**config.mk**
```make
export PLATFORM = sky130hd
export DESIGN_NAME = arm_data_processing_alu_unit
export DESIGN_NICKNAME = d
export VERILOG_FILES = /design/src/sv/armdp_pkg.sv /design/src/sv/arm_data_processing_alu_unit.sv
export VERILOG_INCLUDE_DIRS = /design/src /design/src/sv
export SDC_FILE = /design/constraint.sdc
export NUM_CORES = 1
export LEC_CHECK = 0
export BUFFER_PORTS_ARGS = -buffer_cell sky130_fd_sc_hd__buf_4
export CAP_MARGIN = 20
export CORE_ASPECT_RATIO = 0.75
export CORE_UTILIZATION = 33
export DETAILED_ROUTE_END_ITERATION = 7
export MAX_ROUTING_LAYER = met4
export PLACE_DENSITY_LB_ADDON = 0.05
export SLEW_MARGIN = 20
export SYNTH_ARGS = -nofsm -noshare
export SYNTH_HDL_FRONTEND = slang
export SYNTH_SLANG_ARGS = --single-unit
```
**constraint.sdc**
```tcl
create_clock -name clk -period 8 [get_ports clk]
set_clock_uncertainty 0.15 [all_clocks]
set_input_delay 1.2 -clock clk [delete_from_list [all_inputs] [get_ports clk]]
set_output_delay 1.2 -clock clk [all_outputs]
set_load 0.01 [all_outputs]
```
**src/sv/arm_data_processing_alu_unit_assert.svh**
```systemverilog
// Assertion helpers for the data-processing execute unit.
// Both macros expect a clock named clk and an active-high reset named rst.
`ifndef ARM_DATA_PROCESSING_ALU_UNIT_ASSERT_SVH
`define ARM_DATA_PROCESSING_ALU_UNIT_ASSERT_SVH

// The consequent must hold in the same cycle as the antecedent.
`define ARMDP_ASSERT_SAME(label, ante, cons, msg) \
  label: assert property (@(posedge clk) disable iff (rst) (ante) |-> (cons)) \
    else $error(msg);

// The consequent must hold in the cycle after the antecedent.
`define ARMDP_ASSERT_NEXT(label, ante, cons, msg) \
  label: assert property (@(posedge clk) disable iff (rst) (ante) |=> (cons)) \
    else $error(msg);

`endif

```
**src/sv/armdp_pkg.sv**
```systemverilog
`default_nettype none

package armdp_pkg;

  localparam int unsigned DataWidth = 32;
  localparam int unsigned RegCount  = 16;
  localparam int unsigned RegAddrW  = 4;

  // Status word layout when index 16 is read as an operand.
  localparam int unsigned BitN = 31;
  localparam int unsigned BitZ = 30;
  localparam int unsigned BitC = 29;
  localparam logic [4:0]  StatusIndex = 5'd16;

  // Opcodes.
  localparam logic [3:0] OP_AND = 4'd0;
  localparam logic [3:0] OP_EOR = 4'd1;
  localparam logic [3:0] OP_SUB = 4'd2;
  localparam logic [3:0] OP_RSB = 4'd3;
  localparam logic [3:0] OP_ADD = 4'd4;
  localparam logic [3:0] OP_TST = 4'd8;
  localparam logic [3:0] OP_TEQ = 4'd9;
  localparam logic [3:0] OP_CMP = 4'd10;
  localparam logic [3:0] OP_ORR = 4'd12;
  localparam logic [3:0] OP_MOV = 4'd13;

  // Shift kinds of the register form of operand 2.
  localparam logic [1:0] SH_LSL = 2'd0;
  localparam logic [1:0] SH_LSR = 2'd1;
  localparam logic [1:0] SH_ASR = 2'd2;
  localparam logic [1:0] SH_ROR = 2'd3;

  typedef struct packed {
    logic        immediate_form;
    logic [3:0]  opcode;
    logic        set_flags;
    logic [4:0]  first_register;
    logic [3:0]  dest_register;
    logic [11:0] operand_two;
  } instr_t;

  typedef struct packed {
    logic n;
    logic z;
    logic c;
  } flags_t;

endpackage

`default_nettype wire

```
**src/sv/arm_data_processing_alu_unit.sv**
```systemverilog
// Data-processing execute unit: the register file is read at the accepting edge into
// stage 1, where shift, ALU and writeback run; the result is registered on m_tdata when
// stage 1 commits, once the output register is empty or drained. Throughput is one
// instruction per cycle while m_tready is high, with a two-read, one-write register file.
// Reset (rst, synchronous, active high) clears the pipeline valids, the N, Z and C flags
// and the per-register valid bits, so every register reads as zero until written.
`default_nettype none

`include "arm_data_processing_alu_unit_assert.svh"

module arm_data_processing_alu_unit (
  input  wire logic        clk,
  input  wire logic        rst,
  // Instruction requests.
  input  wire logic        s_tvalid,
  output      logic        s_tready,
  // s_tdata, from bit 0 up: opcode[3:0], set_flags[4], first_register[9:5],
  // dest_register[13:10], operand_two[25:14], zero fill [31:26].
  input  wire logic [31:0] s_tdata,
  // s_tuser: immediate_form[0].
  input  wire logic [0:0]  s_tuser,
  // Results.
  output      logic        m_tvalid,
  input  wire logic        m_tready,
  // m_tdata, from bit 0 up: result_value[31:0], written_register[35:32],
  // register_written[36], flag_negative[37], flag_zero[38], flag_carry[39].
  output      logic [39:0] m_tdata
);

  // ---------------------------------------------------------------------------------
  // Handshake and pipeline control.
  // Stage 1 holds the instruction whose register operands are being read out of the
  // memory. It commits (writes the register file, updates the flags and loads the
  // output register) when the output register is empty or is being drained.
  // ---------------------------------------------------------------------------------
  armdp_pkg::instr_t in_instr;
  armdp_pkg::instr_t s1_instr;
  logic              s1_valid;
  logic              s1_advance;
  logic              s_accept;

  assign in_instr.immediate_form = s_tuser[0];
  assign in_instr.opcode         = s_tdata[3:0];
  assign in_instr.set_flags      = s_tdata[4];
  assign in_instr.first_register = s_tdata[9:5];
  assign in_instr.dest_register  = s_tdata[13:10];
  assign in_instr.operand_two    = s_tdata[25:14];

  assign s1_advance = s1_valid && (!m_tvalid || m_tready);
  assign s_tready   = !s1_valid || s1_advance;
  assign s_accept   = s_tvalid && s_tready;

  always_ff @(posedge clk) begin
    if (rst) begin
      s1_valid <= 1'b0;
    end else if (s_accept) begin
      s1_valid <= 1'b1;
    end else if (s1_advance) begin
      s1_valid <= 1'b0;
    end
  end

  always_ff @(posedge clk) begin
    if (s_accept) begin
      s1_instr <= in_instr;
    end
  end

  // ---------------------------------------------------------------------------------
  // Register file: 16 words with two synchronous read ports (first operand and shifted
  // register) and one write port. A valid bit per entry makes an entry that was never
  // written since reset read as zero. The read that happens at the same edge as the
  // write of the previous instruction takes the written value, so back-to-back
  // dependent instructions see their predecessor's result.
  // ---------------------------------------------------------------------------------
  logic [armdp_pkg::DataWidth-1:0] reg_mem [armdp_pkg::RegCount];
  logic [armdp_pkg::RegCount-1:0]  reg_valid;
  logic [armdp_pkg::DataWidth-1:0] rn_rdata;
  logic [armdp_pkg::DataWidth-1:0] rm_rdata;
  logic                            mem_we;
  logic [armdp_pkg::RegAddrW-1:0]  mem_waddr;
  logic [armdp_pkg::DataWidth-1:0] mem_wdata;
  logic [armdp_pkg::RegAddrW-1:0]  rn_raddr;
  logic [armdp_pkg::RegAddrW-1:0]  rm_raddr;

  assign rn_raddr = in_instr.first_register[armdp_pkg::RegAddrW-1:0];
  assign rm_raddr = in_instr.operand_two[3:0];

  always_ff @(posedge clk) begin
    if (mem_we) begin
      reg_mem[mem_waddr] <= mem_wdata;
    end
  end

  always_ff @(posedge clk) begin
    if (rst) begin
      reg_valid <= '0;
    end else if (mem_we) begin
      reg_valid[mem_waddr] <= 1'b1;
    end
  end

  always_ff @(posedge clk) begin
    if (s_accept) begin
      if (mem_we && (mem_waddr == rn_raddr)) begin
        rn_rdata <= mem_wdata;
      end else if (reg_valid[rn_raddr]) begin
        rn_rdata <= reg_mem[rn_raddr];
      end else begin
        rn_rdata <= '0;
      end
      if (mem_we && (mem_waddr == rm_raddr)) begin
        rm_rdata <= mem_wdata;
      end else if (reg_valid[rm_raddr]) begin
        rm_rdata <= reg_mem[rm_raddr];
      end else begin
        rm_rdata <= '0;
      end
    end
  end

  // ---------------------------------------------------------------------------------
  // Status flags live in flip-flops; stage 1 reads them directly, so a flag update by
  // the committing instruction is seen by the next one without forwarding.
  // ---------------------------------------------------------------------------------
  armdp_pkg::flags_t flags;
  armdp_pkg::flags_t flags_next;

  // First operand: a general register, the status word for index 16, zero above that.
  logic [armdp_pkg::DataWidth-1:0] rn_val;
  logic [armdp_pkg::DataWidth-1:0] status_word;

  always_comb begin
    status_word = '0;
    status_word[armdp_pkg::BitN] = flags.n;
    status_word[armdp_pkg::BitZ] = flags.z;
    status_word[armdp_pkg::BitC] = flags.c;
  end

  always_comb begin
    if (!s1_instr.first_register[4]) begin
      rn_val = rn_rdata;
    end else if (s1_instr.first_register == armdp_pkg::StatusIndex) begin
      rn_val = status_word;
    end else begin
      rn_val = '0;
    end
  end

  // ---------------------------------------------------------------------------------
  // Barrel shifter. The immediate form rotates an 8-bit value right by twice the rotate
  // field and keeps the current carry. The register form shifts by a 5-bit constant;
  // a shift by zero passes the register through with the current carry, and the
  // register-specified shift form yields zero.
  // ---------------------------------------------------------------------------------
  logic [7:0]  imm8;
  logic [4:0]  imm_rot;
  logic [63:0] imm_dbl;
  logic [63:0] rm_dbl;
  logic [4:0]  sh_amount;
  logic [1:0]  sh_kind;
  logic [4:0]  lsl_bit;
  logic [4:0]  rsh_bit;
  logic [31:0] op2_val;
  logic        shift_carry;

  assign imm8      = s1_instr.operand_two[7:0];
  assign imm_rot   = {s1_instr.operand_two[11:8], 1'b0};
  assign imm_dbl   = {24'd0, imm8, 24'd0, imm8} >> imm_rot;
  assign rm_dbl    = {rm_rdata, rm_rdata} >> sh_amount;
  assign sh_amount = s1_instr.operand_two[11:7];
  assign sh_kind   = s1_instr.operand_two[6:5];
  assign lsl_bit   = 5'(6'd32 - {1'b0, sh_amount});
  assign rsh_bit   = sh_amount - 5'd1;

  always_comb begin
    op2_val     = '0;
    shift_carry = flags.c;
    if (s1_instr.immediate_form) begin
      op2_val = imm_dbl[31:0];
    end else if (s1_instr.operand_two[4]) begin
      op2_val = '0;
    end else if (sh_amount == 5'd0) begin
      op2_val = rm_rdata;
    end else begin
      case (sh_kind)
        armdp_pkg::SH_LSL: begin
          op2_val     = rm_rdata << sh_amount;
          shift_carry = rm_rdata[lsl_bit];
        end
        armdp_pkg::SH_LSR: begin
          op2_val     = rm_rdata >> sh_amount;
          shift_carry = rm_rdata[rsh_bit];
        end
        armdp_pkg::SH_ASR: begin
          op2_val     = 32'($signed(rm_rdata) >>> sh_amount);
          shift_carry = rm_rdata[rsh_bit];
        end
        default: begin
          op2_val     = rm_dbl[31:0];
          shift_carry = rm_rdata[rsh_bit];
        end
      endcase
    end
  end

  // ---------------------------------------------------------------------------------
  // ALU. Subtractions report carry as "no borrow". Tests and compares do not write the
  // destination; an unknown opcode writes zero and leaves the carry alone.
  // ---------------------------------------------------------------------------------
  logic [32:0] sum;
  logic [32:0] diff_nb;
  logic [32:0] diff_bn;
  logic [31:0] alu_res;
  logic        alu_carry;
  logic        alu_write;
  logic        alu_known;

  assign sum     = {1'b0, rn_val} + {1'b0, op2_val};
  assign diff_nb = {1'b0, rn_val} - {1'b0, op2_val};
  assign diff_bn = {1'b0, op2_val} - {1'b0, rn_val};

  always_comb begin
    alu_res   = '0;
    alu_carry = shift_carry;
    alu_write = 1'b1;
    alu_known = 1'b1;
    unique case (s1_instr.opcode)
      armdp_pkg::OP_AND: alu_res = rn_val & op2_val;
      armdp_pkg::OP_EOR: alu_res = rn_val ^ op2_val;
      armdp_pkg::OP_SUB: begin
        alu_res   = diff_nb[31:0];
        alu_carry = !diff_nb[32];
      end
      armdp_pkg::OP_RSB: begin
        alu_res   = diff_bn[31:0];
        alu_carry = !diff_bn[32];
      end
      armdp_pkg::OP_ADD: begin
        alu_res   = sum[31:0];
        alu_carry = sum[32];
      end
      armdp_pkg::OP_TST: begin
        alu_res   = rn_val & op2_val;
        alu_write = 1'b0;
      end
      armdp_pkg::OP_TEQ: begin
        alu_res   = rn_val ^ op2_val;
        alu_write = 1'b0;
      end
      armdp_pkg::OP_CMP: begin
        alu_res   = diff_nb[31:0];
        alu_carry = !diff_nb[32];
        alu_write = 1'b0;
      end
      armdp_pkg::OP_ORR: alu_res = rn_val | op2_val;
      armdp_pkg::OP_MOV: alu_res = op2_val;
      default: begin
        alu_res   = '0;
        alu_known = 1'b0;
      end
    endcase
  end

  // ---------------------------------------------------------------------------------
  // Writeback and flag update at commit.
  // ---------------------------------------------------------------------------------
  assign mem_we    = s1_advance && alu_write;
  assign mem_waddr = s1_instr.dest_register;
  assign mem_wdata = alu_res;

  always_comb begin
    flags_next = flags;
    if (s1_instr.set_flags) begin
      flags_next.n = alu_res[31];
      flags_next.z = (alu_res == '0);
      if (alu_known) begin
        flags_next.c = alu_carry;
      end
    end
  end

  always_ff @(posedge clk) begin
    if (rst) begin
      flags <= '0;
    end else if (s1_advance) begin
      flags <= flags_next;
    end
  end

  // ---------------------------------------------------------------------------------
  // Output register. It holds a finished result while the next request is read.
  // ---------------------------------------------------------------------------------
  always_ff @(posedge clk) begin
    if (rst) begin
      m_tvalid <= 1'b0;
    end else if (s1_advance) begin
      m_tvalid <= 1'b1;
    end else if (m_tready) begin
      m_tvalid <= 1'b0;
    end
  end

  always_ff @(posedge clk) begin
    if (s1_advance) begin
      m_tdata <= {flags_next.c, flags_next.z, flags_next.n, alu_write,
                  s1_instr.dest_register, alu_res};
    end
  end

  // ---------------------------------------------------------------------------------
  // Checks on the pipeline control.
  // ---------------------------------------------------------------------------------
  `ARMDP_ASSERT_SAME(a_no_accept_on_stall, s1_valid && !s1_advance, !s_accept,
    "request accepted while stage 1 is stalled")
  `ARMDP_ASSERT_SAME(a_write_only_on_commit, mem_we, s1_valid && s1_advance,
    "register file written without a committing instruction")
  `ARMDP_ASSERT_NEXT(a_commit_gives_result, s1_advance, m_tvalid,
    "committed instruction left no result in the output register")
  `ARMDP_ASSERT_NEXT(a_flags_hold_without_s, s1_advance && !s1_instr.set_flags,
    $stable(flags), "flags changed by an instruction with S clear")

endmodule

`default_nettype wire
```
==> impl_results.md <==
* Post-CTS Setup Bufs at 0
* Status: finished clean
* Worst skew pair latency at 730 ps
* Post-Syn Instances at 3577
* Num CTS Buffers at 74
* Switching Share at 0.3233
* Reg area at just under 20000 um^2
* CP dominant cell by count: buf_4
* Commonest non-fill, non-tap cell in the layout: buf_4
* PortBufs at 72
* Setup_tns at 0 ps
* Worst R2R Start: imm_rot[1]$_DFFE_PP_
* Period utilisation layout at 0.9789
* Worst path arrival time at 8220 ps
* Share of cells above drive strength 1 at 0.3582
* Core Box Area at 134000 um^2
* Worst-path fanout max at 24
* Vias in the first global route at 37232
* Net Sw Power at 3448 uW
* Die area at 137100 um^2
* Area of the multi-input gates at about 23000 um^2
* DP HPWL at 157.3 mm
* Combinational Power Share at 0.288
* Most frequent cells in the layout: buf_4 (825), edfxtp_1 (643), mux4_2 (415)
* H-tree depth at 3
* Final setup violation count at 0
* Clock Root Buffer: clkbuf_16
* Worst-path clk slew at 60 ps
* WHS Path Cells at 2
* Hold Path Class: reg -> reg
* Synth cell types at 110
* TritonCTS clock tree: done
* Final nets at ~4400
* CTS Buffer Depth at 3
* DRC Markers at 0
* CP required at roughly 8400 ps
* DRT antenna net count at 0
* Vias at 37623
* MaxCap Viol Count at 0
* Cell Rows at 116
* Detailed Routing Iterations Pass 1 at 5
* Power density over cell area at approximately 190 nW/um^2
* Area leader, netlist: edfxtp_1
* Final hold viol count at 0
* Slew Limit Headroom at 0.2932
* Initial core utilization at 0.3341
* Dpl cells at 5911
* GP Congestion at 1.046
* Synthesized area at 44760 um^2
* Synth area leaders: edfxtp_1 (43%), mux4_2 (21%), ha_1 (3.7%), mux2i_1 (2.2%), nor2_1 (1.9%)
* Critical Path Max Stage Delay at slightly above 600 ps
* Worst setup SP type: flop
* Yosys reg bits at between 600 and 700
* CTS Sinks at 664
* Sequential share of power at 0.382
* Clock power share at 0.330
* Crit end category: flop
* Worst vdd rail ir drop at 136.3 uV
* RR Endpoint: m_tdata[38]$_DFFE_PP_
* Max Slew Vio Count at 0
* Routed wire length at roughly 220 mm
* Final Instance Count excl. Fillers at 6057
* CP max stage cell: or4b_4
* Area delta synth->final at 23.75%
* Largest net degree at the start of global routing at 102
* Mean area per synthesized cell at 12.51 um^2
* Slew @ Worst Pin at 1049 ps
* Hold Path Sink: reg_valid[5]$_SDFFE_PP0P_
* Sequential-to-total area share from yosys stat at 0.4407
* Ys async rst share at 0
* Ys flop type: edfxtp_1
* First-pass GRT wire length at 300.2 mm
* GRT Overall Usage at 0.3232
* Top cell type's share of synthesized area at 0.4314
* Wire per inst at 35.78 um
* Post-synth EDFFs at 643
* Layout fillers at about 13000
* Fin crit period at 7831 ps
* I/O pins at 79
* Leak at 0.02040 uW
* Die Y at approximately 320 um
* Hold Startpoint: reg_valid[5]$_SDFFE_PP0P_
* Via density at approximately 6.2
* Max Fclk at around 0.13 GHz
* Worst reg-to-reg path cell count at 30
* Total grt overflow at 0
* Synth warn at 0
* Internal at between 7000 and 8000 uW
* R2R Setup Slk at 170 ps
* Critical path class: reg -> reg
* Die Wd at 427.3 um
* Initial antenna violation count at 12
* Mapped Nets at 3748
* Drt initial violations at 4391
through the flow:
step / hold WS, ps / utilization / worst slack [ps] / area [um^2] / power (uW)
after detailed placement: 336.8 / 0.3941 / -41.68 / 52790 / 7133
after global placement: 313.5 / 0.3941 / -122.9 / 52790 / 7134
after CTS: 351.1 / 0.4126 / 7.228 / 55270 / 10670
final: 351.4 / 0.4135 / 169.2 / 55400 / 10660
after floorplan: 274.4 / - / 225.4 / 44760 / 5584
after global routing: 363.4 / 0.4135 / -19.49 / 55390 / 11000
timing repair:
item / 4_1_cts / 5_1_grt
pin swaps: 0 / 2
resized for setup: 2 / 20
hold buffers: 0 / 0
endpoints found under the setup margin: 2 / 2
final cells by class:
cell class                 instances  share of cell area
multi-input combinational       2387              0.4164
sequential                       664              0.3561
timing repair buffer             870              0.1274
tap                             1770             0.03998
clock buffer                      88             0.03528
inverter                         220             0.01495
clock inverter                    48            0.009351
antenna                           10           0.0004517
routing by layer:
layer	share of wire	track usage
met5	0	-
met4	0.028	0.08754
met3	0.086	0.06861
met2	0.43	0.4551
met1	0.46	0.4671
worst max-delay path, delay by kind of cell, from the launching register on:
| family | cells | cell delay (ps) |
|---|---|---|
| AOI/OAI and AO/OA | 9 | 2320 |
| adders and majority gates | 1 | 470 |
| buffers and inverters | 12 | 2180 |
| DFF | 1 | 330 |
| muxes | 1 | 180 |
| and+or+nand+nor | 7 | 2040 |
cells by family after synthesis:
group,count (synthesis),share of synthesized area
xor gates and xnor gates,44,0.008609
DFF,664,0.4407
adders and majority gates,134,0.03796
AOI/OAI and AO/OA,858,0.1331
muxes,560,0.2443
and+or+nand+nor,791,0.08576
buffers and inverters,526,0.04956
Yosys cell counts (all sizes together), types with 43 or more instances:
library cell,n
o21ai,143
nor3,60
edfxtp,643
nand2,207
ha,131
nor2,226
inv,215
clkbuf,203
buf,103
mux2i,98
nor2b,69
mux2,43
o22ai,85
nand3,59
a21oi,161
mux4,419
power by group through the flow:
| stage | Clock (uW) | Sequential [uW] | Combinational (uW) |
|---|---|---|---|
| 2_1_floorplan | 0 | 4130 | 1460 |
| 3_3_place_gp | 0 | 4150 | 2990 |
| 3_5_place_dp | 0 | 4150 | 2990 |
| 4_1_cts | 3590 | 4070 | 3000 |
| 5_1_grt | 3700 | 4080 | 3220 |
| 6_report | 3520 | 4080 | 3070 |
sequential cells by signal, indices dropped and copies added (netlist names), 3 cells and up:
name       cells
flags          3
imm8           8
imm_rot        4
m_tdata       40
mem_waddr      4
reg_mem      512
reg_valid     16
rm_rdata      32
rn_rdata      32
s1_instr      11
how the worst max path moves through the flow:
stage,from,endpoint,slack (ps),cells past startpoint
2_1_floorplan,imm8[7]$_DFFE_PP_,flags[1]$_SDFFE_PP0P_,230,32
3_3_place_gp,imm_rot[1]$_DFFE_PP_,m_tdata[38]$_DFFE_PP_,-120,28
3_5_place_dp,imm_rot[1]$_DFFE_PP_,m_tdata[38]$_DFFE_PP_,-40,27
4_1_cts,imm_rot[1]$_DFFE_PP_,m_tdata[38]$_DFFE_PP_,7,30
5_1_grt,imm_rot[1]$_DFFE_PP_,m_tdata[38]$_DFFE_PP_,-20,29
6_report,imm_rot[1]$_DFFE_PP_,m_tdata[38]$_DFFE_PP_,170,30
Power figures use the tool's default switching activity.
